## src/feg_pkg.sv

```systemverilog
package feg_pkg;

  // Default sizes; the top level hands these down as parameters.
  localparam int TIME_BITS_DEF  = 24;
  localparam int LEVEL_BITS_DEF = 16;

  // Fixed widths of the register file and the tick payload.
  localparam int SCALE_W    = 24;  // lengths, peak radius, radius level
  localparam int DT_W       = 16;  // delta_time
  localparam int PHASE_W    = 2;
  localparam int CFG_IDX_W  = 3;
  localparam int CFG_DATA_W = 24;

  // Register indexes of the configuration port.
  typedef enum logic [CFG_IDX_W-1:0] {
    REG_FADE_IN_LEN  = 3'd0,
    REG_HOLD_LEN     = 3'd1,
    REG_FADE_OUT_LEN = 3'd2,
    REG_PEAK_ALPHA   = 3'd3,
    REG_PEAK_RADIUS  = 3'd4,
    REG_RADIUS_MODE  = 3'd5
  } feg_reg_e;

  // Phase code reported with every result beat.
  typedef enum logic [PHASE_W-1:0] {
    PHASE_IN   = 2'd0,
    PHASE_HOLD = 2'd1,
    PHASE_OUT  = 2'd2,
    PHASE_NONE = 2'd3
  } feg_phase_e;

  // Bit positions in the phase done flags.
  localparam int DONE_IN   = 0;
  localparam int DONE_HOLD = 1;
  localparam int DONE_OUT  = 2;

endpackage

```

## src/feg_tick_if.sv

```systemverilog
interface feg_tick_if;
  logic                     valid;
  logic                     ready;
  logic [feg_pkg::DT_W-1:0] delta_time;

  modport source (output valid, output delta_time, input ready);
  modport sink (input valid, input delta_time, output ready);
endinterface

```

## src/feg_cfg_if.sv

```systemverilog
interface feg_cfg_if;
  logic                           valid;
  logic                           ready;
  logic [feg_pkg::CFG_IDX_W-1:0]  index;
  logic [feg_pkg::CFG_DATA_W-1:0] data;

  modport source (output valid, output index, output data, input ready);
  modport sink (input valid, input index, input data, output ready);
endinterface

```

## src/feg_level_if.sv

```systemverilog
interface feg_level_if #(
  parameter int LEVEL_BITS = feg_pkg::LEVEL_BITS_DEF
);
  logic                        valid;
  logic                        ready;
  logic [LEVEL_BITS-1:0]       alpha_level;
  logic [feg_pkg::SCALE_W-1:0] radius_level;
  logic [feg_pkg::PHASE_W-1:0] phase;
  logic                        destroy_request;

  modport source (output valid, output alpha_level, output radius_level, output phase,
                  output destroy_request, input ready);
  modport sink (input valid, input alpha_level, input radius_level, input phase,
                input destroy_request, output ready);
endinterface

```

## src/feg_scale.sv

```systemverilog
// Computes peak * num / den: a multiply, then one restoring
// division step per cycle. Requires num <= den and den != 0.
module feg_scale (
  input  logic                        clk_i,
  input  logic                        rst_ni,
  input  logic                        start_i,
  input  logic [feg_pkg::SCALE_W-1:0] peak_i,
  input  logic [feg_pkg::SCALE_W-1:0] num_i,
  input  logic [feg_pkg::SCALE_W-1:0] den_i,
  output logic                        done_o,
  output logic [feg_pkg::SCALE_W-1:0] quo_o
);
  localparam int W    = feg_pkg::SCALE_W;
  localparam int CntW = $clog2(W + 1);

  typedef enum logic [2:0] {
    SC_IDLE = 3'b001,
    SC_MUL  = 3'b010,
    SC_DIV  = 3'b100
  } feg_sc_state_e;

  feg_sc_state_e   state_q, state_d;
  logic [CntW-1:0] cnt_q, cnt_d;
  logic            done_q, done_d;

  logic [W-1:0]   a_q, b_q, den_q;
  logic [W-1:0]   rem_q, low_q;
  logic [2*W-1:0] prod;
  logic [W:0]     trial, diff;
  logic           ge;

  assign prod  = a_q * b_q;
  assign trial = {rem_q, low_q[W-1]};
  assign diff  = trial - {1'b0, den_q};
  assign ge    = trial >= {1'b0, den_q};

  always_comb begin
    state_d = state_q;
    cnt_d   = cnt_q;
    done_d  = 1'b0;
    case (state_q)
      SC_IDLE: begin
        if (start_i) begin
          state_d = SC_MUL;
        end
      end
      SC_MUL: begin
        cnt_d   = CntW'(W);
        state_d = SC_DIV;
      end
      SC_DIV: begin
        cnt_d = cnt_q - 1'b1;
        if (cnt_q == CntW'(1)) begin
          state_d = SC_IDLE;
          done_d  = 1'b1;
        end
      end
      default: state_d = SC_IDLE;
    endcase
  end

  always_ff @(posedge clk_i or negedge rst_ni) begin
    if (!rst_ni) begin
      state_q <= SC_IDLE;
      cnt_q   <= '0;
      done_q  <= 1'b0;
    end else begin
      state_q <= state_d;
      cnt_q   <= cnt_d;
      done_q  <= done_d;
    end
  end

  always_ff @(posedge clk_i) begin
    if (state_q == SC_IDLE && start_i) begin
      a_q   <= peak_i;
      b_q   <= num_i;
      den_q <= den_i;
    end
    if (state_q == SC_MUL) begin
      rem_q <= prod[2*W-1:W];
      low_q <= prod[W-1:0];
    end
    if (state_q == SC_DIV) begin
      rem_q <= ge ? diff[W-1:0] : trial[W-1:0];
      low_q <= {low_q[W-2:0], ge};
    end
  end

  assign done_o = done_q;
  assign quo_o  = low_q;

endmodule

```

## src/fade_envelope_generator.sv

```systemverilog
// Channel   | Dir | Payload                                          | Beat when
// ----------+-----+--------------------------------------------------+------------------
// tick_bus  | in  | delta_time                                       | valid & ready
// level_bus | out | alpha_level, radius_level, phase, destroy_request | valid & ready
// cfg_bus   | in  | index, data                                      | valid & ready
//
// One tick at a time. A tick with a ramp (fade-in or fade-out still running)
// passes through accept, update, operand load, multiply, the division steps
// of the shared scale unit, done and result. A tick without a ramp goes from
// its update straight to the result. cfg_bus is ready only in the idle state,
// so registers never change under a tick in flight. Reset (rst_ni low,
// asynchronous) clears counters, flags and registers and sets the alpha
// level to one half of full scale. A stalled result beat holds in the
// output register while the next tick can already be taken.
module fade_envelope_generator #(
  parameter int TIME_BITS  = feg_pkg::TIME_BITS_DEF,
  parameter int LEVEL_BITS = feg_pkg::LEVEL_BITS_DEF
) (
  input logic             clk_i,
  input logic             rst_ni,
  feg_cfg_if.sink         cfg_bus,
  feg_tick_if.sink        tick_bus,
  feg_level_if.source     level_bus
);
  localparam int SW    = feg_pkg::SCALE_W;
  localparam int DW    = feg_pkg::DT_W;
  localparam int CMP_W = (TIME_BITS > SW) ? TIME_BITS : SW;
  localparam int SUM_W = ((TIME_BITS > DW) ? TIME_BITS : DW) + 1;
  localparam logic [TIME_BITS-1:0] TimeMax  = '1;
  localparam logic [LEVEL_BITS-1:0] HalfLvl = LEVEL_BITS'(1) << (LEVEL_BITS - 1);

  typedef enum logic [4:0] {
    S_IDLE  = 5'b00001,
    S_CALC  = 5'b00010,
    S_NUM   = 5'b00100,
    S_SCALE = 5'b01000,
    S_DONE  = 5'b10000
  } feg_state_e;

  feg_state_e state_q;

  // Register file
  logic [SW-1:0]         fade_in_len_q, hold_len_q, fade_out_len_q, peak_radius_q;
  logic [LEVEL_BITS-1:0] peak_alpha_q;
  logic                  radius_mode_q;

  // Envelope state
  logic [TIME_BITS-1:0]  in_elapsed_q, hold_elapsed_q, out_elapsed_q;
  logic [2:0]            done_q;
  logic [LEVEL_BITS-1:0] alpha_now_q;
  logic [SW-1:0]         radius_now_q;

  // Per-tick working registers
  logic [DW-1:0]         dt_q;
  feg_pkg::feg_phase_e   phase_q;
  logic                  destroy_q;
  logic                  is_out_q;
  logic [SW-1:0]         elap_q, den_q;

  // Output register
  logic                  out_valid_q;
  logic [LEVEL_BITS-1:0] out_alpha_q;
  logic [SW-1:0]         out_radius_q;
  logic [1:0]            out_phase_q;
  logic                  out_destroy_q;

  logic                  tick_beat, cfg_beat, out_free;
  logic                  run_in, run_hold, run_out;
  feg_pkg::feg_phase_e   calc_phase;
  logic [TIME_BITS-1:0]  cur_elapsed, sum_sat;
  logic [SW-1:0]         cur_len;
  logic [SUM_W-1:0]      sum_raw;
  logic                  complete;

  logic                  scale_done;
  logic [SW-1:0]         scale_peak, scale_num, scale_quo;

  assign tick_beat      = tick_bus.valid && tick_bus.ready;
  assign cfg_beat       = cfg_bus.valid && cfg_bus.ready;
  assign tick_bus.ready = (state_q == S_IDLE);
  assign cfg_bus.ready  = (state_q == S_IDLE);
  assign out_free       = !out_valid_q || level_bus.ready;

  // Pick the first phase that has a length and is not done.
  assign run_in   = (fade_in_len_q != '0) && !done_q[feg_pkg::DONE_IN];
  assign run_hold = (hold_len_q != '0) && !done_q[feg_pkg::DONE_HOLD];
  assign run_out  = (fade_out_len_q != '0) && !done_q[feg_pkg::DONE_OUT];

  always_comb begin
    if (run_in) begin
      calc_phase  = feg_pkg::PHASE_IN;
      cur_elapsed = in_elapsed_q;
      cur_len     = fade_in_len_q;
    end else if (run_hold) begin
      calc_phase  = feg_pkg::PHASE_HOLD;
      cur_elapsed = hold_elapsed_q;
      cur_len     = hold_len_q;
    end else if (run_out) begin
      calc_phase  = feg_pkg::PHASE_OUT;
      cur_elapsed = out_elapsed_q;
      cur_len     = fade_out_len_q;
    end else begin
      calc_phase  = feg_pkg::PHASE_NONE;
      cur_elapsed = '0;
      cur_len     = '0;
    end
  end

  // Advance the running counter, saturating at its top value.
  assign sum_raw = SUM_W'(cur_elapsed) + SUM_W'(dt_q);
  assign sum_sat = (sum_raw > SUM_W'(TimeMax)) ? TimeMax : sum_raw[TIME_BITS-1:0];

  // Fade-out ends only once the count passes its length; the others on reaching it.
  assign complete = (calc_phase == feg_pkg::PHASE_OUT) ?
                    (CMP_W'(sum_sat) >  CMP_W'(cur_len)) :
                    (CMP_W'(sum_sat) >= CMP_W'(cur_len));

  // Ramp operands: the count never exceeds the length when a ramp is taken.
  assign scale_peak = radius_mode_q ? peak_radius_q : SW'(peak_alpha_q);
  assign scale_num  = is_out_q ? (den_q - elap_q) : elap_q;

  feg_scale u_scale (
    .clk_i  (clk_i),
    .rst_ni (rst_ni),
    .start_i(state_q == S_NUM),
    .peak_i (scale_peak),
    .num_i  (scale_num),
    .den_i  (den_q),
    .done_o (scale_done),
    .quo_o  (scale_quo)
  );

  always_ff @(posedge clk_i or negedge rst_ni) begin
    if (!rst_ni) begin
      state_q        <= S_IDLE;
      fade_in_len_q  <= '0;
      hold_len_q     <= '0;
      fade_out_len_q <= '0;
      peak_alpha_q   <= '0;
      peak_radius_q  <= '0;
      radius_mode_q  <= 1'b0;
      in_elapsed_q   <= '0;
      hold_elapsed_q <= '0;
      out_elapsed_q  <= '0;
      done_q         <= '0;
      alpha_now_q    <= HalfLvl;
      radius_now_q   <= '0;
      out_valid_q    <= 1'b0;
    end else begin
      // Register writes; a length write reopens its phase.
      if (cfg_beat) begin
        case (feg_pkg::feg_reg_e'(cfg_bus.index))
          feg_pkg::REG_FADE_IN_LEN: begin
            fade_in_len_q <= cfg_bus.data[SW-1:0];
            done_q[feg_pkg::DONE_IN] <= 1'b0;
          end
          feg_pkg::REG_HOLD_LEN: begin
            hold_len_q <= cfg_bus.data[SW-1:0];
            done_q[feg_pkg::DONE_HOLD] <= 1'b0;
          end
          feg_pkg::REG_FADE_OUT_LEN: begin
            fade_out_len_q <= cfg_bus.data[SW-1:0];
            done_q[feg_pkg::DONE_OUT] <= 1'b0;
          end
          feg_pkg::REG_PEAK_ALPHA: begin
            peak_alpha_q <= cfg_bus.data[LEVEL_BITS-1:0];
            alpha_now_q  <= cfg_bus.data[LEVEL_BITS-1:0];
          end
          feg_pkg::REG_PEAK_RADIUS: peak_radius_q <= cfg_bus.data[SW-1:0];
          feg_pkg::REG_RADIUS_MODE: radius_mode_q <= cfg_bus.data[0];
          default: ;
        endcase
      end

      // Load a new result beat, or drop the one just taken.
      if (state_q == S_DONE && out_free) begin
        out_valid_q <= 1'b1;
      end else if (level_bus.valid && level_bus.ready) begin
        out_valid_q <= 1'b0;
      end

      case (state_q)
        S_IDLE: begin
          if (tick_beat) begin
            state_q <= S_CALC;
          end
        end
        S_CALC: begin
          state_q <= S_DONE;
          case (calc_phase)
            feg_pkg::PHASE_IN: begin
              if (complete) begin
                in_elapsed_q <= '0;
                done_q[feg_pkg::DONE_IN] <= 1'b1;
              end else begin
                in_elapsed_q <= sum_sat;
                state_q      <= S_NUM;
              end
            end
            feg_pkg::PHASE_HOLD: begin
              if (complete) begin
                hold_elapsed_q <= '0;
                done_q[feg_pkg::DONE_HOLD] <= 1'b1;
              end else begin
                hold_elapsed_q <= sum_sat;
              end
              // Hold drives the peak, also on its last tick.
              if (radius_mode_q) begin
                radius_now_q <= peak_radius_q;
              end else begin
                alpha_now_q <= peak_alpha_q;
              end
            end
            feg_pkg::PHASE_OUT: begin
              if (complete) begin
                out_elapsed_q <= '0;
                done_q[feg_pkg::DONE_OUT] <= 1'b1;
                if (radius_mode_q) begin
                  radius_now_q <= '0;
                end else begin
                  alpha_now_q <= '0;
                end
              end else begin
                out_elapsed_q <= sum_sat;
                state_q       <= S_NUM;
              end
            end
            default: ;
          endcase
        end
        S_NUM: state_q <= S_SCALE;
        S_SCALE: begin
          if (scale_done) begin
            if (radius_mode_q) begin
              radius_now_q <= scale_quo;
            end else begin
              alpha_now_q <= scale_quo[LEVEL_BITS-1:0];
            end
            state_q <= S_DONE;
          end
        end
        S_DONE: begin
          if (out_free) begin
            state_q <= S_IDLE;
          end
        end
        default: state_q <= S_IDLE;
      endcase
    end
  end

  // Working and result payload, no reset needed.
  always_ff @(posedge clk_i) begin
    if (tick_beat) begin
      dt_q <= tick_bus.delta_time;
    end
    if (state_q == S_CALC) begin
      phase_q   <= calc_phase;
      destroy_q <= (calc_phase == feg_pkg::PHASE_OUT) && complete;
      is_out_q  <= (calc_phase == feg_pkg::PHASE_OUT);
      elap_q    <= SW'(sum_sat);
      den_q     <= cur_len;
    end
    if (state_q == S_DONE && out_free) begin
      out_alpha_q   <= alpha_now_q;
      out_radius_q  <= radius_now_q;
      out_phase_q   <= phase_q;
      out_destroy_q <= destroy_q;
    end
  end

  assign level_bus.valid           = out_valid_q;
  assign level_bus.alpha_level     = out_alpha_q;
  assign level_bus.radius_level    = out_radius_q;
  assign level_bus.phase           = out_phase_q;
  assign level_bus.destroy_request = out_destroy_q;

endmodule

```

## src/flat_wrapper.sv

```systemverilog
// flat-port wrapper written by rule: the top's interface ports become plain ports
module fade_envelope_generator_flat 
#(
  parameter int TIME_BITS  = feg_pkg::TIME_BITS_DEF,
  parameter int LEVEL_BITS = feg_pkg::LEVEL_BITS_DEF
)
  (clk_i, rst_ni, cfg_bus_valid, cfg_bus_index, cfg_bus_data, cfg_bus_ready, tick_bus_valid, tick_bus_delta_time, tick_bus_ready, level_bus_valid, level_bus_alpha_level, level_bus_radius_level, level_bus_phase, level_bus_destroy_request, level_bus_ready);
  feg_cfg_if cfg_bus_i ();
  feg_tick_if tick_bus_i ();
  feg_level_if #(.LEVEL_BITS(LEVEL_BITS)) level_bus_i ();
  input logic clk_i;
  input logic rst_ni;
  input wire logic [$bits(cfg_bus_i.valid)-1:0] cfg_bus_valid;
  input wire logic [$bits(cfg_bus_i.index)-1:0] cfg_bus_index;
  input wire logic [$bits(cfg_bus_i.data)-1:0] cfg_bus_data;
  output wire logic [$bits(cfg_bus_i.ready)-1:0] cfg_bus_ready;
  input wire logic [$bits(tick_bus_i.valid)-1:0] tick_bus_valid;
  input wire logic [$bits(tick_bus_i.delta_time)-1:0] tick_bus_delta_time;
  output wire logic [$bits(tick_bus_i.ready)-1:0] tick_bus_ready;
  output wire logic [$bits(level_bus_i.valid)-1:0] level_bus_valid;
  output wire logic [$bits(level_bus_i.alpha_level)-1:0] level_bus_alpha_level;
  output wire logic [$bits(level_bus_i.radius_level)-1:0] level_bus_radius_level;
  output wire logic [$bits(level_bus_i.phase)-1:0] level_bus_phase;
  output wire logic [$bits(level_bus_i.destroy_request)-1:0] level_bus_destroy_request;
  input wire logic [$bits(level_bus_i.ready)-1:0] level_bus_ready;
  assign cfg_bus_i.valid = cfg_bus_valid;
  assign cfg_bus_i.index = cfg_bus_index;
  assign cfg_bus_i.data = cfg_bus_data;
  assign cfg_bus_ready = cfg_bus_i.ready;
  assign tick_bus_i.valid = tick_bus_valid;
  assign tick_bus_i.delta_time = tick_bus_delta_time;
  assign tick_bus_ready = tick_bus_i.ready;
  assign level_bus_valid = level_bus_i.valid;
  assign level_bus_alpha_level = level_bus_i.alpha_level;
  assign level_bus_radius_level = level_bus_i.radius_level;
  assign level_bus_phase = level_bus_i.phase;
  assign level_bus_destroy_request = level_bus_i.destroy_request;
  assign level_bus_i.ready = level_bus_ready;
  fade_envelope_generator #(.TIME_BITS(TIME_BITS), .LEVEL_BITS(LEVEL_BITS)) u_core (.clk_i(clk_i), .rst_ni(rst_ni), .cfg_bus(cfg_bus_i), .tick_bus(tick_bus_i), .level_bus(level_bus_i));
endmodule
```

## config.mk

```make
export PLATFORM = sky130hd
export DESIGN_NAME = fade_envelope_generator_flat
export DESIGN_NICKNAME = d
export VERILOG_FILES = /design/src/feg_pkg.sv /design/src/feg_tick_if.sv /design/src/feg_cfg_if.sv /design/src/feg_level_if.sv /design/src/feg_scale.sv /design/src/fade_envelope_generator.sv /design/src/flat_wrapper.sv
export SDC_FILE = /design/constraint.sdc
export NUM_CORES = 2
export LEC_CHECK = 0
export ABC_AREA = 1
export BUFFER_PORTS_ARGS = -buffer_cell sky130_fd_sc_hd__buf_2
export CAP_MARGIN = 20
export CORE_MARGIN = 4
export CORE_UTILIZATION = 59
export CTS_CLUSTER_SIZE = 30
export DETAILED_ROUTE_END_ITERATION = 8
export GPL_TIMING_DRIVEN = 0
export PLACE_DENSITY_LB_ADDON = 0.2
export RECOVER_POWER = 50
export SETUP_SLACK_MARGIN = 0.2
export SYNTH_ARGS = -nofsm -noshare
export SYNTH_HDL_FRONTEND = slang
export SYNTH_SLANG_ARGS = --single-unit
```

## constraint.sdc

```tcl
create_clock -name clk_i -period 8.3 [get_ports clk_i]
set_clock_uncertainty 0.2 [all_clocks]
set_input_delay 0.415 -clock clk_i [delete_from_list [all_inputs] [get_ports clk_i]]
set_output_delay 0.415 -clock clk_i [all_outputs]
set_load 0.1 [all_outputs]
```

-- After elaboration in Yosys (flattened, before gate mapping)
Index checks and enable logic that the tools add are counted.
- output and inout bits: 46
- register bits: 474
- multiplexer cells: 60
- eq/ne operators: 26
- add/sub/neg operators: 4
- reductions and logical operators: 35
- order comparisons: 4
- $mul: 1
- operator list (cell ; count):
    two-way mux 24 bit ; 19
    two-way mux 16 bit ; 8
    one-hot mux 24 bit (2 select lines) ; 2
    nonzero test 24 bit ; 3
    one-hot mux 16 bit (2 select lines) ; 2
    multiplier 24 x 24 -> 48 bit ; 1
    subtractor 24 bit ; 2
    adder 24 x 16 -> 25 bit ; 1
    >= comparator 25 x 24 -> 1 bit ; 1
    greater-than comparator 25 x 24 -> 1 bit, second input constant ; 1
    two-way mux 5 bit ; 5
    one-hot mux 5 bit (5 select lines) ; 1
    >= comparator 24 bit ; 1
    greater-than comparator 24 bit ; 1
    AND reduction 2 bit ; 10
    two-way mux 1 bit ; 15
    two-way mux 3 bit ; 4
    == test 5 x 1 -> 1 bit, second input constant ; 2
    one-hot mux 5 bit (2 select lines) ; 1
    == test 3 x 2 -> 1 bit, second input constant ; 3
    == test 3 bit, second input constant ; 3
    logical AND 1 bit ; 9
    inequality test 3 x 2 -> 1 bit, second input constant ; 3
    one-hot mux 3 bit (3 select lines) ; 1
    other kinds (20) ; 31

-- Longest topological paths before layout
- depth in word-level cells: 13
- mapped depth: 39

-- Hierarchy
From an unflattened synthesis, not the netlist that was laid out.
- cell total of the unflattened synthesis: 5708
- area, all modules: 45302.2 um^2
- modules (own cells, without submodules) (module ; cells each ; times used ; sequential area each (um^2) ; area an instance (um^2)):
    feg_scale ; 3640 ; 1 ; 3829.9 ; 27224.9
    fade_envelope_generator ; 2068 ; 1 ; 9191.3 ; 18077.3

-- Worst setup path before layout
Ideal clock, no wire load.
- kind: register -> register
- start: register u_core.state_q[4]
- end: register u_core.u_scale.a_q[0], enable pin
- arrival time: 7.527 ns
- slack: -0.107 ns
- buffers on the path: 0
- cell stages (with the launch flop): 4
- clock period less this slack: 8.407 ns
- library setup time: 0.680 ns
- cells stage by stage: dfrtp_1 -> inv_1 -> nand4_1 -> nor4_1
- word-level cells in the longest chain between the ends: 2
- ends and longest elaborated chain (what ; RTL line ; source):
    start, declared ; fade_envelope_generator.sv:40 ; feg_state_e state_q;
    start signal, assigned ; fade_envelope_generator.sv:135 ; state_q <= S_IDLE;
    start signal, assigned ; fade_envelope_generator.sv:185 ; state_q <= S_CALC;
    start signal, assigned ; fade_envelope_generator.sv:189 ; state_q <= S_DONE;
    == test 5 x 3 -> 1 bit ; fade_envelope_generator.sv:125 ; .start_i(state_q == S_NUM),
    logical AND 1 bit ; feg_scale.sv:75 ; if (state_q == SC_IDLE && start_i) begin
    end signal, assigned ; feg_scale.sv:76 ; a_q <= peak_i;
    end, declared ; feg_scale.sv:26 ; logic [W-1:0] a_q, b_q, den_q;
No other way between the ends.
A chain may end at the register's enable or synchronous reset.

-- Final worst setup path
- start: register u_core.u_scale.a_q[5]
- end: register u_core.u_scale.rem_q[16], data pin
- word-level cells in the longest chain between the ends: 3
- ends and longest elaborated chain (what ; RTL line ; source):
    multiplier 24 x 24 -> 48 bit ; feg_scale.sv:32 ; assign prod = a_q * b_q;
    two-way mux 24 bit ; feg_scale.sv:80 ; if (state_q == SC_MUL) begin
    two-way mux 24 bit ; feg_scale.sv:84 ; if (state_q == SC_DIV) begin
    end signal, assigned ; feg_scale.sv:81 ; rem_q <= prod[2*W-1:W];
    end signal, assigned ; feg_scale.sv:85 ; rem_q <= ge ? diff[W-1:0] : trial[W-1:0];
    end, declared ; feg_scale.sv:27 ; logic [W-1:0] rem_q, low_q;
No other way between the ends. The select of a mux whose other input is x is not followed.

==> metrics.md <==
| Metric | Value |
|---|---|
| Largest family of logic cells by synthesized area | adder cells |
| Synth Area in XOR/XNOR | 0.0149 |
| Placed Cells | just over 6000 |
| Cell Rows | between 90 and 100 |
| Period utilization | 0.962 |
| Non-filler cells in the finished layout | 6260 |
| Grt peak-use layer | met2 |
| Final #Nets | 6074 |
| Most common cell after layout, fill and taps aside | nand2_1 |
| Hold path endpoint | u_core.fade_out_len_q[17] |
| Initial Util | 0.597 |
| Routed via count | 35100 |
| Drt total wl | roughly 130000 µm |
| Port Buffers | 93 |
| FF+latch count, synth | approximately 470 |
| Hold Path Origin | cfg_bus_data[17] |
| Crit-path max FO | 10 |
| Post-synth cell types | 59 |
| Clk_lat worst skew | about 0.57 ns |
| I/O Pins | 94 |
| Hold Path Depth | 3 |
| First-pass GRT wire length | around 200000 µm |
| Mapped Nets | a little under 6000 |
| Layout cells sized above 1 | 0.0475 |
| Inserted Diodes | 0 |
| Fmax | 0.125 GHz |
| Initial DRC Count | 2982 |
| CP arrival | 8.09 ns |
| Hold_ws | 0.0226 ns |
| R2r setup slk | 0.32 ns |
| Reg2reg path depth | 22 |
| Worst slew pin tran | 5.39 ns |
| Die X | between 200 and 300 µm |
| # DRC | 0 |
| CTS tree | done |
| Worst-path clk slew | 0.07 ns |
| Most used cell, CP | fa_1 |
| HPWL after DPL | around 110000 µm |
| RR Endpoint | u_core.u_scale.rem_q[16] |
| Die Ht | about 280 µm |
| Root Buffer Master | clkbuf_16 |
| Yosys top cell by area | fa_1 |
| Yosys warning count | 0 |
| Detailed Routing Iterations Pass 1 | 6 |
| Post-synthesis mux area share | 0 |
| CP top delay family | adder cells |
| TritonCTS Buffers | 43 |
| GR Util All Layers | 0.341 |
| Slowest Stage Delay on Critical Path | approximately 0.71 ns |
| Met3 Use GR | 0.0469 |
| Top area cells in the synthesized netlist | fa_1 23%, edfxtp_1 16%, dfrtp_1 14%, nand2_1 12%, inv_1 8.6% |
| Adder-Cell Fraction of Synth Area | 0.305 |
| Setup crit start kind | flop |
| Post-route antenna net violation count | 0 |
| Clk buf depth | 3 |
| Sequential share of the synthesized area | 0.304 |
| Crit-path cells | clkbuf_1 -> nand2_1 -> fa_1 -> fa_1 -> inv_1 -> fa_1 -> inv_1 -> fa_1 -> fa_1 -> fa_1 -> inv_1 -> fa_1 -> ha_1 -> nand2_1 -> nand2_1 -> a31oi_1 -> o21ai_0 -> a221oi_1 -> nand3_1 -> or2_2 -> nand3_1 -> nand2_1 |
| Max Slew Vio Count | roughly 290 |
| Endpoints failing setup | 0 |
| Mean post-synth cell area | around 8.4 µm² |
| Number of enable flip-flop cells after synthesis | 231 |
| Floorplan core area | between 70000 and 80000 µm² |
| Final Hold Fails | 0 |
| Critical Path End Type | flop |
| Buf+Inv Stages, Crit Path | 4 |
| Period minus WS final | 7.98 ns |
| FF-to-FF Start | u_core.u_scale.a_q[5] |
| H-tree depth | 2 |
| DR vias/cell | ~5.6 |
| Vias in the first global route | 36100 |
| WS Path Type | flop to flop |
| Compound-Gate Fraction of Synth Area | 0.0888 |
| Commonest non-fill, non-tap cells in the layout | 1380 x nand2_1, 983 x inv_1, 485 x fa_1 |
| Final GP Congestion | about 0.99 |
| Crit-path slowest cell | edfxtp_1 |
| GR Layer Usage met2 | 0.572 |
| Unrepaired setup endpoints after global routing | false |
| Hold Crit Class | input pin to flop |
| Largest net degree at the start of global routing | 117 |
| Synth Flop Type | dfrtp_1 |
| Synth async-reset ratio | 0.513 |
| Failing checks | max-capacitance violations, max-slew violations |
| Sinks on Clock Net | 474 |
| Yosys top cell area share | 0.227 |
| Max_cap viols | 6 |
| Outcome | finished, violations left |
| Synth Area in Simple Gates | 0.181 |
| Initial antenna violation count | 1 |
| WP data required | 8.41 ns |
| DIE AREA | 76900 µm² |
| Area grow syn2layout | 8.60% |
| WL/cell | 20.8 µm |
| Total gr overflow | 0 |
| Cell count after synthesis | 5078 |
| GRT met1 Usage | 0.430 |
| Mapped cell area | 42800 µm² |
| Worst slew margin | -2.59 |
-- cell families (layout without fill, tap and decap cells) --
family | Yosys count | after routing
flops | 474 | 474
compound gates | 684 | 684
xor+xnor | 73 | 73
buf+inv | 1198 | 1430
fa+ha+maj | 751 | 751
simple gates | 1898 | 1898
-- metrics by stage --
stage	util	instance area [µm²]	worst slack (ns)	TNS [ns]
6_report	0.648	46500	0.317	0
5_1_grt	0.648	46500	0.183	0
4_1_cts	0.648	46500	0.210	0
3_5_place_dp	0.623	44700	-0.192	-3.61
3_3_place_gp	0.620	44500	-0.181	-3.52
2_1_floorplan	-	42800	1.86	0
-- cell usage after synthesis, types with 40 or more instances --
master / count
a21oi_1: 173
a31oi_1: 42
clkbuf_1: 181
dfrtp_1: 240
edfxtp_1: 231
fa_1: 485
ha_1: 266
inv_1: 983
nand2_1: 1381
nand3_1: 182
nor2_1: 202
o21ai_0: 321
o21ai_1: 40
xnor2_1: 44
-- how the worst max path moves through the flow --
stage                             start                       end  slack (ns)  cells past startpoint
2_1_floorplan     u_core.u_scale.b_q[3]  u_core.u_scale.rem_q[18]        1.86                     24
3_3_place_gp   u_core.fade_in_len_q[15]    u_core.radius_now_q[5]       -0.18                     36
3_5_place_dp      u_core.hold_len_q[15]   u_core.radius_now_q[17]       -0.19                     36
4_1_cts          u_core.u_scale.a_q[16]  u_core.u_scale.rem_q[16]        0.21                     22
5_1_grt           u_core.u_scale.a_q[5]  u_core.u_scale.rem_q[13]        0.18                     27
6_report          u_core.u_scale.a_q[5]  u_core.u_scale.rem_q[16]        0.32                     22
-- worst reg2reg max path, delay by kind of cell, from the launching register on --
family / cells / cell delay (ns)
adders and majority gates: 8 / 3.79
DFF: 1 / 0.71
buffers and inverters: 4 / 0.83
and+or+nand+nor: 7 / 1.20
AOI/OAI and AO/OA: 3 / 1.01
-- repair_timing --
item                                    in CTS  in global routing
gates resized for setup                      3                 83
endpoints found under the hold margin      276                  0
endpoints found under the setup margin      25                 72
hold buffers                                36                  0
setup buffers                                0                 11
-- layout make-up --
| cell class | count | area (µm²) |
|---|---|---|
| fillers | 6102 | 25300 |
| multi-input cells | 3406 | 25200 |
| flip-flops and latches | 474 | 13000 |
| inverters | 990 | 3720 |
| clock buffers | 60 | 1220 |
| well taps | 950 | 1190 |
| repair buffers | 153 | 990 |
| plain buffers | 207 | 865 |
| clock inverters | 20 | 234 |
-- layer usage --
layer / vias to the layer above / part of all wire
li1: 16200 / -
met1: 17100 / 0.38
met2: 1488 / 0.48
met3: 369 / 0.074
met4: 2 / 0.070
met5: - / 0.00010
Power is left out: the tool's default activity adds up to more than one toggle a clock period on the data nets, which glitch-free logic cannot reach.
